<file path="src/rtl/ssr_pkg.sv">
// ============================================================================
// ssr_pkg: shared types and constants for the stream substring replacer
// Payload structs, register indexes, controller command and status groups.
// ============================================================================
`default_nettype none

package ssr_pkg;

    // Default sizes of the search and substitute strings
    localparam int unsigned SSR_MAX_SEARCH_DEF = 8;
    localparam int unsigned SSR_MAX_SUB_DEF    = 8;

    // Configuration port geometry
    localparam int unsigned CFG_DATA_W = 64;
    localparam int unsigned CFG_LEN_W  = 4;
    localparam int unsigned CFG_IDX_W  = 2;

    // Register indexes
    localparam logic [CFG_IDX_W-1:0] CFG_SEARCH_BYTES = 2'd0;
    localparam logic [CFG_IDX_W-1:0] CFG_SEARCH_LEN   = 2'd1;
    localparam logic [CFG_IDX_W-1:0] CFG_SUB_BYTES    = 2'd2;
    localparam logic [CFG_IDX_W-1:0] CFG_SUB_LEN      = 2'd3;

    // Input item
    typedef struct packed {
        logic [7:0] text_byte;
        logic       byte_present;
        logic       end_of_text;
    } t_ssr_in;

    // Result item
    typedef struct packed {
        logic [7:0] out_byte;
        logic       out_byte_present;
        logic       out_end_of_text;
        logic       last_of_run;
    } t_ssr_out;

    // Controller to datapath
    typedef struct packed {
        logic load;    // capture the accepted item, restart the candidate scan
        logic step;    // advance to the next candidate start
        logic settle;  // record scan outcome and the emit plan
        logic emit;    // write one result into the output register
        logic commit;  // update the partial match length
    } t_ssr_cmd;

    // Datapath to controller
    typedef struct packed {
        logic in_live;    // presented item carries a byte or an end mark
        logic cand_ok;    // current candidate suffix is a search prefix
        logic emit_last;  // current result ends the run
        logic emit_skip;  // run produces no result at all
        logic out_free;   // output register can take a result this cycle
    } t_ssr_sts;

    // Byte i of a configuration word, zero beyond the word
    function automatic logic [7:0] cfg_byte(logic [CFG_DATA_W-1:0] word, int unsigned i);
        logic [CFG_DATA_W-1:0] shifted;
        shifted = word >> (8 * i);
        return shifted[7:0];
    endfunction

endpackage

`default_nettype wire

</file>
<file path="src/rtl/ssr_ctrl.sv">
// ============================================================================
// ssr_ctrl: sequencing for the stream substring replacer
// Accepts an item, steps the candidate scan, then drives the result run.
// ============================================================================
`default_nettype none

module ssr_ctrl (
    input  wire               i_clk,
    input  wire               i_rst_n,
    input  wire               i_in_valid,
    output logic              o_in_stall,
    input  ssr_pkg::t_ssr_sts i_sts,
    output ssr_pkg::t_ssr_cmd o_cmd
);
    import ssr_pkg::*;

    localparam logic [1:0] ST_IDLE   = 2'd0;
    localparam logic [1:0] ST_SEARCH = 2'd1;
    localparam logic [1:0] ST_EMIT   = 2'd2;

    logic [1:0] r_state;
    logic [1:0] n_state;

    // Next state and commands
    always_comb begin
        n_state    = r_state;
        o_cmd      = '0;
        o_in_stall = (r_state != ST_IDLE);
        unique case (r_state)
            ST_IDLE: begin
                // Empty items transfer here and change nothing
                if (i_in_valid && i_sts.in_live) begin
                    o_cmd.load = 1'b1;
                    n_state    = ST_SEARCH;
                end
            end
            ST_SEARCH: begin
                if (i_sts.cand_ok) begin
                    o_cmd.settle = 1'b1;
                    n_state      = ST_EMIT;
                end else begin
                    o_cmd.step = 1'b1;
                end
            end
            ST_EMIT: begin
                if (i_sts.emit_skip) begin
                    o_cmd.commit = 1'b1;
                    n_state      = ST_IDLE;
                end else if (i_sts.out_free) begin
                    o_cmd.emit = 1'b1;
                    if (i_sts.emit_last) begin
                        o_cmd.commit = 1'b1;
                        n_state      = ST_IDLE;
                    end
                end
            end
            default: begin
                n_state = ST_IDLE;
            end
        endcase
    end

    // State register
    always_ff @(posedge i_clk) begin
        if (!i_rst_n) begin
            r_state <= ST_IDLE;
        end else begin
            r_state <= n_state;
        end
    end

    // A run always finishes back in idle
    a_commit_idle: assert property (@(posedge i_clk) disable iff (!i_rst_n)
        o_cmd.commit |=> (r_state == ST_IDLE))
        else $error("ssr_ctrl: commit did not return to idle");

    // An accepted item always starts a scan
    a_load_search: assert property (@(posedge i_clk) disable iff (!i_rst_n)
        o_cmd.load |=> (r_state == ST_SEARCH))
        else $error("ssr_ctrl: load did not enter search");

    // Load, step, settle and emit never overlap; commit may come with emit
    a_cmd_excl: assert property (@(posedge i_clk) disable iff (!i_rst_n)
        $onehot0({o_cmd.load, o_cmd.step, o_cmd.settle, o_cmd.emit}))
        else $error("ssr_ctrl: overlapping datapath commands");

endmodule

`default_nettype wire

</file>
<file path="src/rtl/ssr_dpath.sv">
// ============================================================================
// ssr_dpath: datapath for the stream substring replacer
// Configuration registers, partial match length, candidate check, result
// selection and the output register.
// ============================================================================
`default_nettype none

module ssr_dpath #(
    parameter int unsigned MAX_SEARCH_BYTES     = ssr_pkg::SSR_MAX_SEARCH_DEF,
    parameter int unsigned MAX_SUBSTITUTE_BYTES = ssr_pkg::SSR_MAX_SUB_DEF
) (
    input  wire                                 i_clk,
    input  wire                                 i_rst_n,
    input  ssr_pkg::t_ssr_in                    i_in_data,
    output logic                                o_out_valid,
    input  wire                                 i_out_stall,
    output ssr_pkg::t_ssr_out                   o_out_data,
    input  wire                                 i_cfg_wr_en,
    input  wire [ssr_pkg::CFG_IDX_W-1:0]        i_cfg_index,
    input  wire [ssr_pkg::CFG_DATA_W-1:0]       i_cfg_data,
    input  ssr_pkg::t_ssr_cmd                   i_cmd,
    output ssr_pkg::t_ssr_sts                   o_sts
);
    import ssr_pkg::*;

    localparam int unsigned KW    = $clog2(MAX_SEARCH_BYTES + 1);
    localparam int unsigned SW    = $clog2(MAX_SUBSTITUTE_BYTES + 1);
    localparam int unsigned MAXB  = (MAX_SEARCH_BYTES > MAX_SUBSTITUTE_BYTES) ?
                                    MAX_SEARCH_BYTES : MAX_SUBSTITUTE_BYTES;
    localparam int unsigned CW    = $clog2(MAXB + 1);
    localparam int unsigned BUFW  = (MAX_SEARCH_BYTES + 1) * 8;
    localparam int unsigned SUBW  = MAX_SUBSTITUTE_BYTES * 8;

    // Configuration
    logic [CFG_DATA_W-1:0] r_search_bytes;
    logic [CFG_LEN_W-1:0]  r_search_len;
    logic [CFG_DATA_W-1:0] r_sub_bytes;
    logic [CFG_LEN_W-1:0]  r_sub_len;

    // Item and scan state
    logic [KW-1:0] r_k;
    logic [7:0]    r_c;
    logic          r_present;
    logic          r_end;
    logic [KW-1:0] r_len;
    logic [KW-1:0] r_s;
    logic          r_match;
    logic [CW-1:0] r_cnt;
    logic [CW-1:0] r_idx;
    logic [KW-1:0] r_newk;

    // Output register
    logic     r_out_valid;
    t_ssr_out r_out;

    logic [KW-1:0]   slen_eff;
    logic [SW-1:0]   sub_eff;
    logic [KW-1:0]   k_eff;
    logic [KW-1:0]   m;
    logic [BUFW-1:0] hold_buf;
    logic [BUFW-1:0] cand_buf;
    logic [BUFW-1:0] emit_buf;
    logic [SUBW-1:0] sub_buf;
    logic [SUBW-1:0] sub_shift;
    logic [BUFW-1:0] srch_buf;
    logic            cand_ok;
    logic            match_now;
    logic            emit_last;
    logic            bare;
    logic [7:0]      emit_byte;
    logic            out_free;

    // Saturate configured lengths
    always_comb begin
        if (r_search_len > MAX_SEARCH_BYTES) begin
            slen_eff = KW'(MAX_SEARCH_BYTES);
        end else begin
            slen_eff = KW'(r_search_len);
        end
        if (r_sub_len > MAX_SUBSTITUTE_BYTES) begin
            sub_eff = SW'(MAX_SUBSTITUTE_BYTES);
        end else begin
            sub_eff = SW'(r_sub_len);
        end
        k_eff = (r_k >= slen_eff) ? '0 : r_k;
    end

    // Held bytes are a search prefix; the new byte follows them
    always_comb begin
        hold_buf = '0;
        srch_buf = '0;
        for (int i = 0; i <= MAX_SEARCH_BYTES; i++) begin
            if (i < MAX_SEARCH_BYTES) begin
                srch_buf[8*i +: 8] = cfg_byte(r_search_bytes, i);
            end
            if (KW'(i) < r_k) begin
                hold_buf[8*i +: 8] = cfg_byte(r_search_bytes, i);
            end else if ((KW'(i) == r_k) && r_present) begin
                hold_buf[8*i +: 8] = r_c;
            end
        end
        for (int j = 0; j < MAX_SUBSTITUTE_BYTES; j++) begin
            sub_buf[8*j +: 8] = cfg_byte(r_sub_bytes, j);
        end
    end

    // Check the candidate suffix starting at r_s against the search prefix
    always_comb begin
        m        = r_len - r_s;
        cand_buf = hold_buf >> {r_s, 3'b000};
        cand_ok  = (m <= slen_eff);
        for (int j = 0; j < MAX_SEARCH_BYTES; j++) begin
            if ((KW'(j) < m) && (cand_buf[8*j +: 8] != srch_buf[8*j +: 8])) begin
                cand_ok = 1'b0;
            end
        end
        match_now = (m == slen_eff) && (slen_eff != '0);
    end

    // Select the current result
    always_comb begin
        emit_buf  = hold_buf >> {r_idx, 3'b000};
        sub_shift = sub_buf >> {r_idx, 3'b000};
        emit_byte = r_match ? sub_shift[7:0] : emit_buf[7:0];
        bare      = (r_cnt == '0);
        emit_last = bare || (r_idx == (r_cnt - CW'(1)));
        out_free  = !r_out_valid || !i_out_stall;
    end

    // Configuration registers and partial match length
    always_ff @(posedge i_clk) begin
        if (!i_rst_n) begin
            r_search_bytes <= '0;
            r_search_len   <= CFG_LEN_W'(1);
            r_sub_bytes    <= '0;
            r_sub_len      <= '0;
            r_k            <= '0;
        end else begin
            if (i_cmd.load) begin
                r_k <= k_eff;
            end else if (i_cmd.commit) begin
                r_k <= r_newk;
            end
            if (i_cfg_wr_en) begin
                unique case (i_cfg_index)
                    CFG_SEARCH_BYTES: begin
                        r_search_bytes <= i_cfg_data;
                        r_k            <= '0;
                    end
                    CFG_SEARCH_LEN: begin
                        r_search_len <= i_cfg_data[CFG_LEN_W-1:0];
                        r_k          <= '0;
                    end
                    CFG_SUB_BYTES: begin
                        r_sub_bytes <= i_cfg_data;
                    end
                    CFG_SUB_LEN: begin
                        r_sub_len <= i_cfg_data[CFG_LEN_W-1:0];
                    end
                    default: begin
                    end
                endcase
            end
        end
    end

    // Item capture, scan and run bookkeeping
    always_ff @(posedge i_clk) begin
        if (i_cmd.load) begin
            r_c       <= i_in_data.text_byte;
            r_present <= i_in_data.byte_present;
            r_end     <= i_in_data.end_of_text;
            r_len     <= k_eff + KW'(i_in_data.byte_present);
            r_s       <= '0;
        end
        if (i_cmd.step) begin
            r_s <= r_s + KW'(1);
        end
        if (i_cmd.settle) begin
            r_match <= match_now;
            r_idx   <= '0;
            if (match_now) begin
                r_cnt <= CW'(sub_eff);
            end else begin
                r_cnt <= CW'(r_s) + (r_end ? CW'(m) : '0);
            end
            r_newk <= (match_now || r_end) ? '0 : m;
        end
        if (i_cmd.emit) begin
            r_idx <= r_idx + CW'(1);
        end
    end

    // Output register valid
    always_ff @(posedge i_clk) begin
        if (!i_rst_n) begin
            r_out_valid <= 1'b0;
        end else if (i_cmd.emit) begin
            r_out_valid <= 1'b1;
        end else if (!i_out_stall) begin
            r_out_valid <= 1'b0;
        end
    end

    // Output register payload
    always_ff @(posedge i_clk) begin
        if (i_cmd.emit) begin
            r_out.out_byte         <= bare ? 8'h00 : emit_byte;
            r_out.out_byte_present <= !bare;
            r_out.out_end_of_text  <= r_end && emit_last;
            r_out.last_of_run      <= emit_last;
        end
    end

    assign o_out_valid = r_out_valid;
    assign o_out_data  = r_out;

    assign o_sts.in_live   = i_in_data.byte_present || i_in_data.end_of_text;
    assign o_sts.cand_ok   = cand_ok;
    assign o_sts.emit_last = emit_last;
    assign o_sts.emit_skip = bare && !r_end;
    assign o_sts.out_free  = out_free;

    // Held bytes always stay shorter than the search string
    a_k_range: assert property (@(posedge i_clk) disable iff (!i_rst_n)
        (r_k == '0) || (r_k < slen_eff))
        else $error("ssr_dpath: partial match length out of range");

    // The empty suffix always matches, so the scan never runs past the item
    a_scan_bound: assert property (@(posedge i_clk) disable iff (!i_rst_n)
        i_cmd.step |-> (r_s < r_len))
        else $error("ssr_dpath: candidate scan overran the held bytes");

    // A waiting result is never overwritten
    a_no_overwrite: assert property (@(posedge i_clk) disable iff (!i_rst_n)
        (r_out_valid && i_out_stall) |-> !i_cmd.emit)
        else $error("ssr_dpath: output register overwritten while stalled");

endmodule

`default_nettype wire

</file>
<file path="src/rtl/stream_substring_replace_top.sv">
// ============================================================================
// stream_substring_replace_top: streaming search and replace
// Rewrites a byte stream with every leftmost non-overlapping occurrence of
// the search string replaced by the substitute string.
// ============================================================================
// Sequence: an item with a byte or an end mark transfers in idle; the held
//   bytes are then scanned for the new match start s (one candidate per
//   cycle), then the results go one at a time to the single output
//   register, waiting while it stalls. No new item is taken until the run
//   is done; empty items transfer in idle and produce no result.
// Reset: synchronous, active low; clears the partial match and configuration, but sets the search length to one.
`default_nettype none

module stream_substring_replace_top #(
    parameter int unsigned MAX_SEARCH_BYTES     = ssr_pkg::SSR_MAX_SEARCH_DEF,
    parameter int unsigned MAX_SUBSTITUTE_BYTES = ssr_pkg::SSR_MAX_SUB_DEF
) (
    input  wire                           i_clk,
    input  wire                           i_rst_n,
    input  wire                           i_in_valid,
    output logic                          o_in_stall,
    input  ssr_pkg::t_ssr_in              i_in_data,
    output logic                          o_out_valid,
    input  wire                           i_out_stall,
    output ssr_pkg::t_ssr_out             o_out_data,
    input  wire                           i_cfg_wr_en,
    input  wire [ssr_pkg::CFG_IDX_W-1:0]  i_cfg_index,
    input  wire [ssr_pkg::CFG_DATA_W-1:0] i_cfg_data
);
    import ssr_pkg::*;

    t_ssr_cmd cmd;
    t_ssr_sts sts;

    // Sequencer
    ssr_ctrl u_ctrl (
        .i_clk      (i_clk),
        .i_rst_n    (i_rst_n),
        .i_in_valid (i_in_valid),
        .o_in_stall (o_in_stall),
        .i_sts      (sts),
        .o_cmd      (cmd)
    );

    // Datapath
    ssr_dpath #(
        .MAX_SEARCH_BYTES     (MAX_SEARCH_BYTES),
        .MAX_SUBSTITUTE_BYTES (MAX_SUBSTITUTE_BYTES)
    ) u_dpath (
        .i_clk       (i_clk),
        .i_rst_n     (i_rst_n),
        .i_in_data   (i_in_data),
        .o_out_valid (o_out_valid),
        .i_out_stall (i_out_stall),
        .o_out_data  (o_out_data),
        .i_cfg_wr_en (i_cfg_wr_en),
        .i_cfg_index (i_cfg_index),
        .i_cfg_data  (i_cfg_data),
        .i_cmd       (cmd),
        .o_sts       (sts)
    );

endmodule

`default_nettype wire
</file>
<file path="config.mk">
export PLATFORM = sky130hd
export DESIGN_NAME = stream_substring_replace_top
export DESIGN_NICKNAME = d
export VERILOG_FILES = /design/src/rtl/ssr_pkg.sv /design/src/rtl/ssr_ctrl.sv /design/src/rtl/ssr_dpath.sv /design/src/rtl/stream_substring_replace_top.sv
export SDC_FILE = /design/constraint.sdc
export NUM_CORES = 1
export LEC_CHECK = 0
export BUFFER_PORTS_ARGS = -buffer_cell sky130_fd_sc_hd__buf_4
export CELL_PAD_IN_SITES_DETAIL_PLACEMENT = 0
export CELL_PAD_IN_SITES_GLOBAL_PLACEMENT = 2
export CORE_MARGIN = 3
export CORE_UTILIZATION = 40
export DETAILED_ROUTE_END_ITERATION = 7
export GPL_TIMING_DRIVEN = 1
export PLACE_DENSITY = 0.94
export RECOVER_POWER = 25
export SYNTH_ARGS = -nofsm -noshare
export SYNTH_HDL_FRONTEND = slang
export SYNTH_SLANG_ARGS = --single-unit
</file>
<file path="constraint.sdc">
create_clock -name i_clk -period 9.41 [get_ports i_clk]
set_input_delay 1.882 -clock i_clk [delete_from_list [all_inputs] [get_ports i_clk]]
set_output_delay 1.882 -clock i_clk [all_outputs]
set_load 0.1 [all_outputs]
</file>
After elaboration in Yosys (flattened, before gate mapping)
Cells that the tools add are included.
{"block": "word_totals", "out_inout_bits": 13, "regBits": 185, "elab_cells": 179, "input_bits": 81}
{"block": "op_classes", "add_sub_neg": 6, "n_eq_ne": 28, "n_shift": 3, "magnitude_cmp": 21, "mux": 58, "n_reduce_logical": 43}
{"cell": "$mux 8", "n": 19}
{"cell": "$shr 72x7->64", "n": 1}
{"cell": "$shr 72x7->8", "n": 1}
{"cell": "$ne 8x8->1", "n": 8}
{"cell": "$shr 64x7->8", "n": 1}
{"cell": "$mux 4", "n": 13}
{"cell": "$lt 3x4->1 const A", "n": 8}
{"cell": "$logic_and 1x1->1", "n": 21}
{"cell": "$mux 1", "n": 17}
{"cell": "$eq 3x4->1 const A", "n": 4}
{"cell": "$lt 1x4->1 const A", "n": 4}
{"cell": "$lt 2x4->1 const A", "n": 4}
{"cell": "$mux 2", "n": 8}
{"cell": "$add 4x1->4 const B", "n": 2}
{"cell": "$eq 2x4->1 const A", "n": 2}
{"cell": "$eq 4x4->1", "n": 2}
{"cell": "$gt 4x4->1 const B", "n": 2}
{"cell": "$logic_not 4->1", "n": 2}
{"cell": "$reduce_and 2->1", "n": 4}
{"cell": "$eq 2x2->1 const B", "n": 3}
{"cell": "$ne 2x1->1 const B", "n": 3}
{"cell": "$ne 3x2->1 const B", "n": 2}
{"cell": "$pmux 2 s3", "n": 1}
{"cell": "$reduce_bool 2->1", "n": 3}
{"cell": "16 further kinds", "n": 24}

Longest topological paths before layout
Gate-level depths: netlist of run 1.
{"block": "logic_depth", "word_depth": 19, "ltp_mapped": 15, "depth_no_buf": 13}

Hierarchy
Synthesis of run 1 repeated with hierarchy kept, for this count alone.
{"block": "hier_totals", "cells_unflattened": 1603, "hier_area_um2": 13492.9}
{"module": "ssr_dpath", "area_per_inst_um2": 13356.6, "instances": 1, "seq_area_each_um2": 4083.9, "cells_each": 1589}
{"module": "ssr_ctrl", "area_per_inst_um2": 136.4, "instances": 1, "seq_area_each_um2": 40.0, "cells_each": 14}

Worst setup path before layout of run 1
Ideal clock, no wire load.
{"block": "synth_path", "path_type": "register to register", "startpoint": "reg u_dpath.r_s[1]", "endpoint": "reg u_dpath.r_cnt[0], enable pin", "period_less_slack_ns": 4.425, "arrival_time_ns": 4.049, "setup_slack_ns": 4.985, "setup_time_ns": 0.375, "stages_incl_launch_ff": 15, "t_required_ns": 9.035, "path_buffers": 3, "cell_sequence": "edfxtp_1 > clkbuf_1 > clkbuf_1 > clkinv_1 > clkbuf_1 > fa_1 > ha_1 > nor2b_1 > o21a_1 > o21ai_0 > nand2b_1 > a32oi_1 > o2111ai_2 > nor4b_4 > nor2b_1"}
{"element": "start: declaration", "line_no": "ssr_dpath.sv:46", "source": "logic [KW-1:0] r_s;"}
{"element": "start signal: assignment", "line_no": "ssr_dpath.sv:177", "source": "r_s <= r_s + KW'(1);"}
{"element": "end signal: assignment", "line_no": "ssr_dpath.sv:183", "source": "r_cnt <= CW'(sub_eff);"}
{"element": "end signal: assignment", "line_no": "ssr_dpath.sv:185", "source": "r_cnt <= CW'(r_s) + (r_end ? CW'(m) : '0);"}
{"element": "end: declaration", "line_no": "ssr_dpath.sv:48", "source": "logic [CW-1:0] r_cnt;"}

==> results of run 1 <==
[layout make-up]
cell class	count	area, sq um
flip-flops and latches	185	4130
fillers	3369	17700
multi-input cells	1359	8620
clock buffers	17	425
inverters	39	148
clock inverters	15	185
repair buffers	136	1000
well taps	442	553
[worst max-delay path, stage by stage (launching register included)]
cell	delay (ps)
dfxtp_2	770
buf_4	530
nand4bb_1	630
a2bb2oi_1	650
a221oi_1	200
a211oi_1	490
or3_1	190
nand4b_1	90
nor4_1	500
a41oi_1	330
nor4b_4	550
nor2b_1	670
[final timing paths]
kind | cells past startpoint | slack, ps | to
hold / removal | 2 | 460 | u_dpath.r_sub_bytes[33]$_SDFFE_PN0P_
setup / recovery | 11 | 3450 | u_dpath.r_newk[3]$_SDFFCE_PP0P_
hold reg to reg | 2 | 460 | u_dpath.r_sub_bytes[33]$_SDFFE_PN0P_
setup reg to reg | 11 | 3450 | u_dpath.r_newk[3]$_SDFFCE_PP0P_
[sequential cells by signal (all words and copies together) (netlist names), 8 cells and up]
name	flops
u_dpath.r_search_bytes	64
u_dpath.r_sub_bytes	64
u_dpath.o_out_data	11
u_dpath.r_c	8
[cell usage after synthesis (all sizes together), types with 14 or more instances]
cell type,instances
xnor2,34
a31oi,14
buf,38
nand2b,20
o22ai,25
a21oi,182
a22oi,18
a221oi,19
o211ai,28
and2,15
a211oi,19
dfxtp,143
mux4,30
nand4,18
inv,36
edfxtp,42
clkbuf,106
nor2b,20
mux2i,40
nor2,89
o31ai,15
ha,18
nand2,363
nor3,25
o21ai,85
nand3,39
[per-layer routing]
layer / track usage (%) / vias up
met3: 11.3 / 229
li1: - / 6387
met5: 0 / -
met1: 51.3 / 7092
met4: 21.2 / 8
met2: 53.8 / 965
[report_power, final]
group / switching [mW] / internal, mW / total (mW) / leakage [nW]
Sequential: 0.0383 / 0.838 / 0.877 / 1.56
Combinational: 0.335 / 0.159 / 0.494 / 3.34
Clock: 0.372 / 0.381 / 0.754 / 0.290
Total: 0.745 / 1.38 / 2.12 / 5.20
[kinds of logic (layout without fill, tap and decap cells)]
| group | Yosys count | in the layout | share of synthesized area [%] |
|---|---|---|---|
| and+or+nand+nor | 673 | 673 | 23.4 |
| DFF | 185 | 185 | 30.7 |
| muxes | 83 | 83 | 9.13 |
| adders and majority gates | 20 | 20 | 1.98 |
| buffers and inverters | 183 | 207 | 5.36 |
| AOI/OAI and AO/OA | 536 | 536 | 26.4 |
| xor gates and xnor gates | 47 | 47 | 3.07 |
[through the flow]
stage	instances	cell area [sq um]	power (mW)	util, %
6_report	2193	15100	2.12	46.0
5_1_grt	2193	15100	2.19	46.0
4_1_cts	2193	15100	2.12	46.0
3_5_place_dp	2161	14500	1.37	44.1
3_3_place_gp	2161	14500	1.37	44.1
2_1_floorplan	1727	13400	1.16	-
==> parameters.txt, run 1 <==
Parameter                              Value

Route
  DRC marker count from the first detailed-route iteration ... 1938
  First-pass detailed-route iteration total ... 5
  Total wirelength of the detailed-routed design ... 68.8 mm
  Vias per std cell ... 6.69
  Detailed-route wire length on metal 1 ... 28.4 mm
  Routed wire length per instance ... 31.4 um
  DRC viols ... 0
  Antenna violation net count after detailed routing ... 0
  Met3 routed wirelength ... 7.80 mm
  Via total after detailed routing ... 14681
  Top Layer Used ... met5
  Met2 Routed Length ... 27.9 mm

Synth
  Share of the yosys chip area belonging to registers ... 30.7%
  Area of the mapped netlist ... 13400 sq um
  Number of enable-type register cells in the synthesized netlist ... 42
  Share of flip-flops with an asynchronous set or reset after synthesis ... 0%
  Area leader, netlist ... dfxtp_1
  Number of warnings printed during yosys synthesis ... 0
  Synth Instances ... 1727
  Ys flop type ... dfxtp_1
  Net count after synthesis ... 1828
  Area share of the leading cell type in the synthesized netlist ... 21.3%
  Post-synthesis sequential element count ... 185
  Count of different cell masters after synthesis ... 90
  Ranking of synthesized cells by area ... dfxtp_1, nand2_1, edfxtp_1
  Mean Syn Cell Area ... 7.78 sq um

Clocking
  Cells resized by post-CTS repair ... 0
  Hold buffers post-CTS ... 0
  Number of clock buffers inserted by TritonCTS ... 17
  Clock transition at the registers of the reported paths ... 80 ps
  Worst-skew pair later-pin latency ... 480 ps
  Deepest level of the CTS H-tree ... 4
  Total clock sinks ... 185
  Cell chosen for the clock root ... clkbuf_16
  Total setup buffers inserted after CTS ... 0
  Clock tree from TritonCTS ... yes
  Worst-case clock buffer depth ... 2

Critical path
  Kind of launch point of the worst setup path ... flip-flop
  Startpoint of the most critical register-to-register path ... u_dpath.r_k[3]$_SDFF_PN0_
  Data arrival, critical path ... 6070 ps
  Crit. Startpoint ... u_dpath.r_k[3]$_SDFF_PN0_
  Critical path peak fanout ... 38
  Required time of the critical path ... 9520 ps
  Crit path kind ... reg2reg
  Kind of end point of the critical path ... flip-flop

Floorplan
  Effective utilization at floorplan ... 41.0%
  Width of the chip ... 189 um
  Die outline area ... 35800 sq um
  Floorplan die height ... 189 um
  Core area ... 32800 sq um
  Ports placed on the boundary ... 94
  Num rows ... 66

GRT
  Vias in the first global route ... 13761
  Number of antenna violations at the first check in global routing ... 4
  Pin count of the biggest net entering global routing ... 80
  Wire length of the first global-routing pass ... 98.7 mm
  Sum of overflow across all layers after global routing ... 0
  Total global-route track usage ... 37.9%

Timing
  Tmin final ... 5960 ps
  Relative slew margins ... -58.1%
  Slew Limit Fails ... 62
  Worst setup margin ... 3450 ps
  Total negative slack for setup checks ... 0 ps
  Final Hold Viols ... 0
  Crit share post-route ... 63.4%
  Total setup violations reported at the end of the flow ... 0
  Slew at the pin closest to its max-slew limit ... 2360 ps
  Final hold slack ... 459 ps
  RSZ-0062 raised after global routing ... no
  Achievable clock frequency ... 0.168 GHz
  Max Clock Skew ... 20.6 ps

Layout
  Commonest non-fill, non-tap cell in the layout ... nand2_1
  Commonest non-fill, non-tap cells in the layout ... nand2_1, a21oi_1, dfxtp_1
  Fraction of final layout cells with drive strength greater than 1 ... 13.8%
  Post-layout net count ... 1839
  Number of diodes added for antenna fixing ... 0
  Area Growth Syn to Fin ... 12.2%

Placed design
  Placer Congestion ... 1.12
  Detailed Place HPWL ... 51.0 mm
  Port-buffer cells ... 93
  Post-place setup slack ... 3800 ps

Run status
  Violated checks ... max-capacitance violations, max-slew violations
  Outcome ... finished with violations

Pwr
  Static leakage power ... 5.20 nW
  IR Drop Worst-Case VDD ... 0.147 mV
  Total power density per cell area ... 141 nW/um^2

Run
  MaxCap Viol Count ... 1

Hold path
  Hold Crit Class ... reg2reg
  Min-Delay Startpoint ... u_dpath.r_sub_bytes[33]$_SDFFE_PN0P_
No activity file was read; power rests on OpenSTA's default activity.
==> run 2: changes to the inputs <==
--- a/config.mk
+++ b/config.mk
@@ -9,10 +9,10 @@
 export CELL_PAD_IN_SITES_DETAIL_PLACEMENT = 0
 export CELL_PAD_IN_SITES_GLOBAL_PLACEMENT = 2
 export CORE_MARGIN = 3
-export CORE_UTILIZATION = 40
+export CORE_UTILIZATION = 37
 export DETAILED_ROUTE_END_ITERATION = 7
 export GPL_TIMING_DRIVEN = 1
-export PLACE_DENSITY = 0.94
+export PLACE_DENSITY = 0.89
 export RECOVER_POWER = 25
 export SYNTH_ARGS = -nofsm -noshare
 export SYNTH_HDL_FRONTEND = slang
==> constraint.sdc (replaced) <==
create_clock -name i_clk -period 5.5 [get_ports i_clk]
set_input_delay 1.1 -clock i_clk [delete_from_list [all_inputs] [get_ports i_clk]]
set_output_delay 1.1 -clock i_clk [all_outputs]
set_load 0.1 [all_outputs]
==> parameters.txt, run 2 (same netlist as run 1, synthesis figures left out) <==
Parameter                              Value

Run status
  Outcome ... finished with violations
  Violated checks ... max-capacitance violations, max-slew violations

Placed design
  Placer Congestion ... 1.09
  Port-buffer cells ... 93
  Detailed Place HPWL ... 55.8 mm

Pwr
  Static leakage power ... 5.44 nW
  IR Drop Worst-Case VDD ... 0.303 mV
  Total power density per cell area ... 241 nW/um^2

Floorplan
  Width of the chip ... 197 um
  Floorplan die height ... 197 um
  Ports placed on the boundary ... 94
  Core area ... 35700 sq um
  Effective utilization at floorplan ... 37.7%
  Num rows ... 69
  Die outline area ... 38600 sq um

GRT
  Sum of overflow across all layers after global routing ... 0
  Wire length of the first global-routing pass ... 104 mm
  Number of antenna violations at the first check in global routing ... 1
  Pin count of the biggest net entering global routing ... 65
  Vias in the first global route ... 14130
  Total global-route track usage ... 37.4%

Critical path
  Reg-to-reg endpoint ... u_dpath.r_cnt[0]$_DFFE_PP_
  Data arrival, critical path ... 5290 ps
  Required time of the critical path ... 5670 ps
  Kind of end point of the critical path ... flip-flop
  Crit. Startpoint ... u_dpath.r_k[0]$_SDFF_PN0_
  Crit path kind ... reg2reg
  Startpoint of the most critical register-to-register path ... u_dpath.r_k[0]$_SDFF_PN0_
  Critical path peak fanout ... 33
  Kind of launch point of the worst setup path ... flip-flop
  Cell count of the worst reg-to-reg path ... 14
  Worst R2R Setup Slack ... 380 ps

Clocking
  Clock tree from TritonCTS ... yes
  Hold buffers post-CTS ... 0
  Cells resized by post-CTS repair ... 0
  Worst-skew pair later-pin latency ... 480 ps
  Number of clock buffers inserted by TritonCTS ... 17
  Total setup buffers inserted after CTS ... 0
  Clock transition at the registers of the reported paths ... 80 ps
  Total clock sinks ... 185
  Worst-case clock buffer depth ... 2
  Deepest level of the CTS H-tree ... 4
  Cell chosen for the clock root ... clkbuf_16

Hold path
  Cell depth of the worst hold path ... 2
  Hold Crit Class ... reg2reg
  Min-Delay Startpoint ... u_dpath.r_sub_bytes[22]$_SDFFE_PN0P_
  End point of the worst hold path ... u_dpath.r_sub_bytes[22]$_SDFFE_PN0P_

Layout
  Area Growth Syn to Fin ... 14.9%
  Commonest non-fill, non-tap cell in the layout ... nand2_1
  Fraction of final layout cells with drive strength greater than 1 ... 15.9%
  Post-route core utilization ... 43.3%
  Commonest non-fill, non-tap cells in the layout ... nand2_1, a21oi_1, buf_4
  Post-layout net count ... 1888
  Fillcell total ... 3722

Timing
  Achievable clock frequency ... 0.195 GHz
  Total setup violations reported at the end of the flow ... 0
  Slew Limit Fails ... 100
  Relative slew margins ... -117%
  Final hold slack ... 456 ps
  RSZ-0062 raised after global routing ... no
  Slew at the pin closest to its max-slew limit ... 3250 ps
  Tmin final ... 5120 ps
  Total negative slack for setup checks ... 0 ps
  Final Hold Viols ... 0
  Crit share post-route ... 93.2%
  Max Clock Skew ... 30.4 ps

Route
  Total wirelength of the detailed-routed design ... 73.7 mm
  Vias per std cell ... 6.66
  DRC marker count from the first detailed-route iteration ... 2233
  First-pass detailed-route iteration total ... 6
  Via total after detailed routing ... 15078
  DRC viols ... 0
  Routed wire length per instance ... 32.6 um
  Antenna violation net count after detailed routing ... 0

Run
  MaxCap Viol Count ... 2
run 2: cell types whose count changed in the layout (fill, tap and decap cells not counted), moves of 2 or more:
cell | before | now
buf_4 | 122 | 170
clkbuf_1 | 5 | 8
inv_8 | 2 | 5
clkinv_4 | 3 | 1
diode_2 | 0 | 2
inv_4 | 0 | 2
inv_6 | 3 | 1
nor2_1 | 86 | 88
run 2: worst max-delay path: stages, from the launching register on:
cell     delay (ps)
dfxtp_2         850
buf_4           360
nand2_1         120
o31ai_1         990
buf_4           270
and2_1          120
o31ai_1         100
o21ai_0         220
nand4_1         170
nor4_1          450
a41oi_1         280
nor4b_4         330
buf_4           190
nor2b_1         140
buf_4           190
run 2: area by class of cell:
type                            instances  area [sq um]  area share (%)
Antenna cell                            2          5.00          0.0324
Clock buffer                           19           443            2.87
Clock inverter                         13           155            1.01
Inverter                               39           149           0.965
Multi-Input combinational cell       1359          8610            55.8
Sequential cell                       185          4130            26.8
Tap cell                              461           577            3.74
Timing Repair Buffer                  185          1360            8.83
run 2: routing by layer:
| metal | GRT usage, % | wire length, um | part of all wire [%] |
|---|---|---|---|
| met1 | 51.0 | 29800 | 40 |
| met2 | 53.6 | 30400 | 41 |
| met3 | 11.2 | 8990 | 12 |
| met4 | 18.9 | 4500 | 6.1 |
| met5 | 0 | 11 | 0.015 |
run 2: worst max path at each step:
stage	endpoint	depth (start not counted)	slack (ps)
floorplan	u_dpath.r_cnt[0]$_DFFE_PP_	14	1080
global placement	u_dpath.r_cnt[0]$_DFFE_PP_	14	710
detailed placement	u_dpath.r_cnt[0]$_DFFE_PP_	13	700
CTS	u_dpath.r_cnt[0]$_DFFE_PP_	13	680
global route	u_dpath.r_cnt[0]$_DFFE_PP_	13	260
finish	u_dpath.r_cnt[0]$_DFFE_PP_	14	380
run 2: stage by stage:
step           instances  worst slack (ps)  area [sq um]  power [mW]
2_1_floorplan       1727              1080         13400        1.98
3_3_place_gp        2229               707         14900        2.40
3_5_place_dp        2229               702         14900        2.39
4_1_cts             2261               680         15500        3.68
5_1_grt             2261               257         15400        3.81
6_report            2263               376         15400        3.71
run 2: power by group:
| part | total [mW] | leakage (nW) | internal (mW) | switching (mW) |
|---|---|---|---|---|
| registers | 1.52 | 1.56 | 1.43 | 0.0873 |
| logic | 0.882 | 3.58 | 0.303 | 0.579 |
| clock network | 1.31 | 0.293 | 0.661 | 0.648 |
| total | 3.71 | 5.44 | 2.40 | 1.31 |
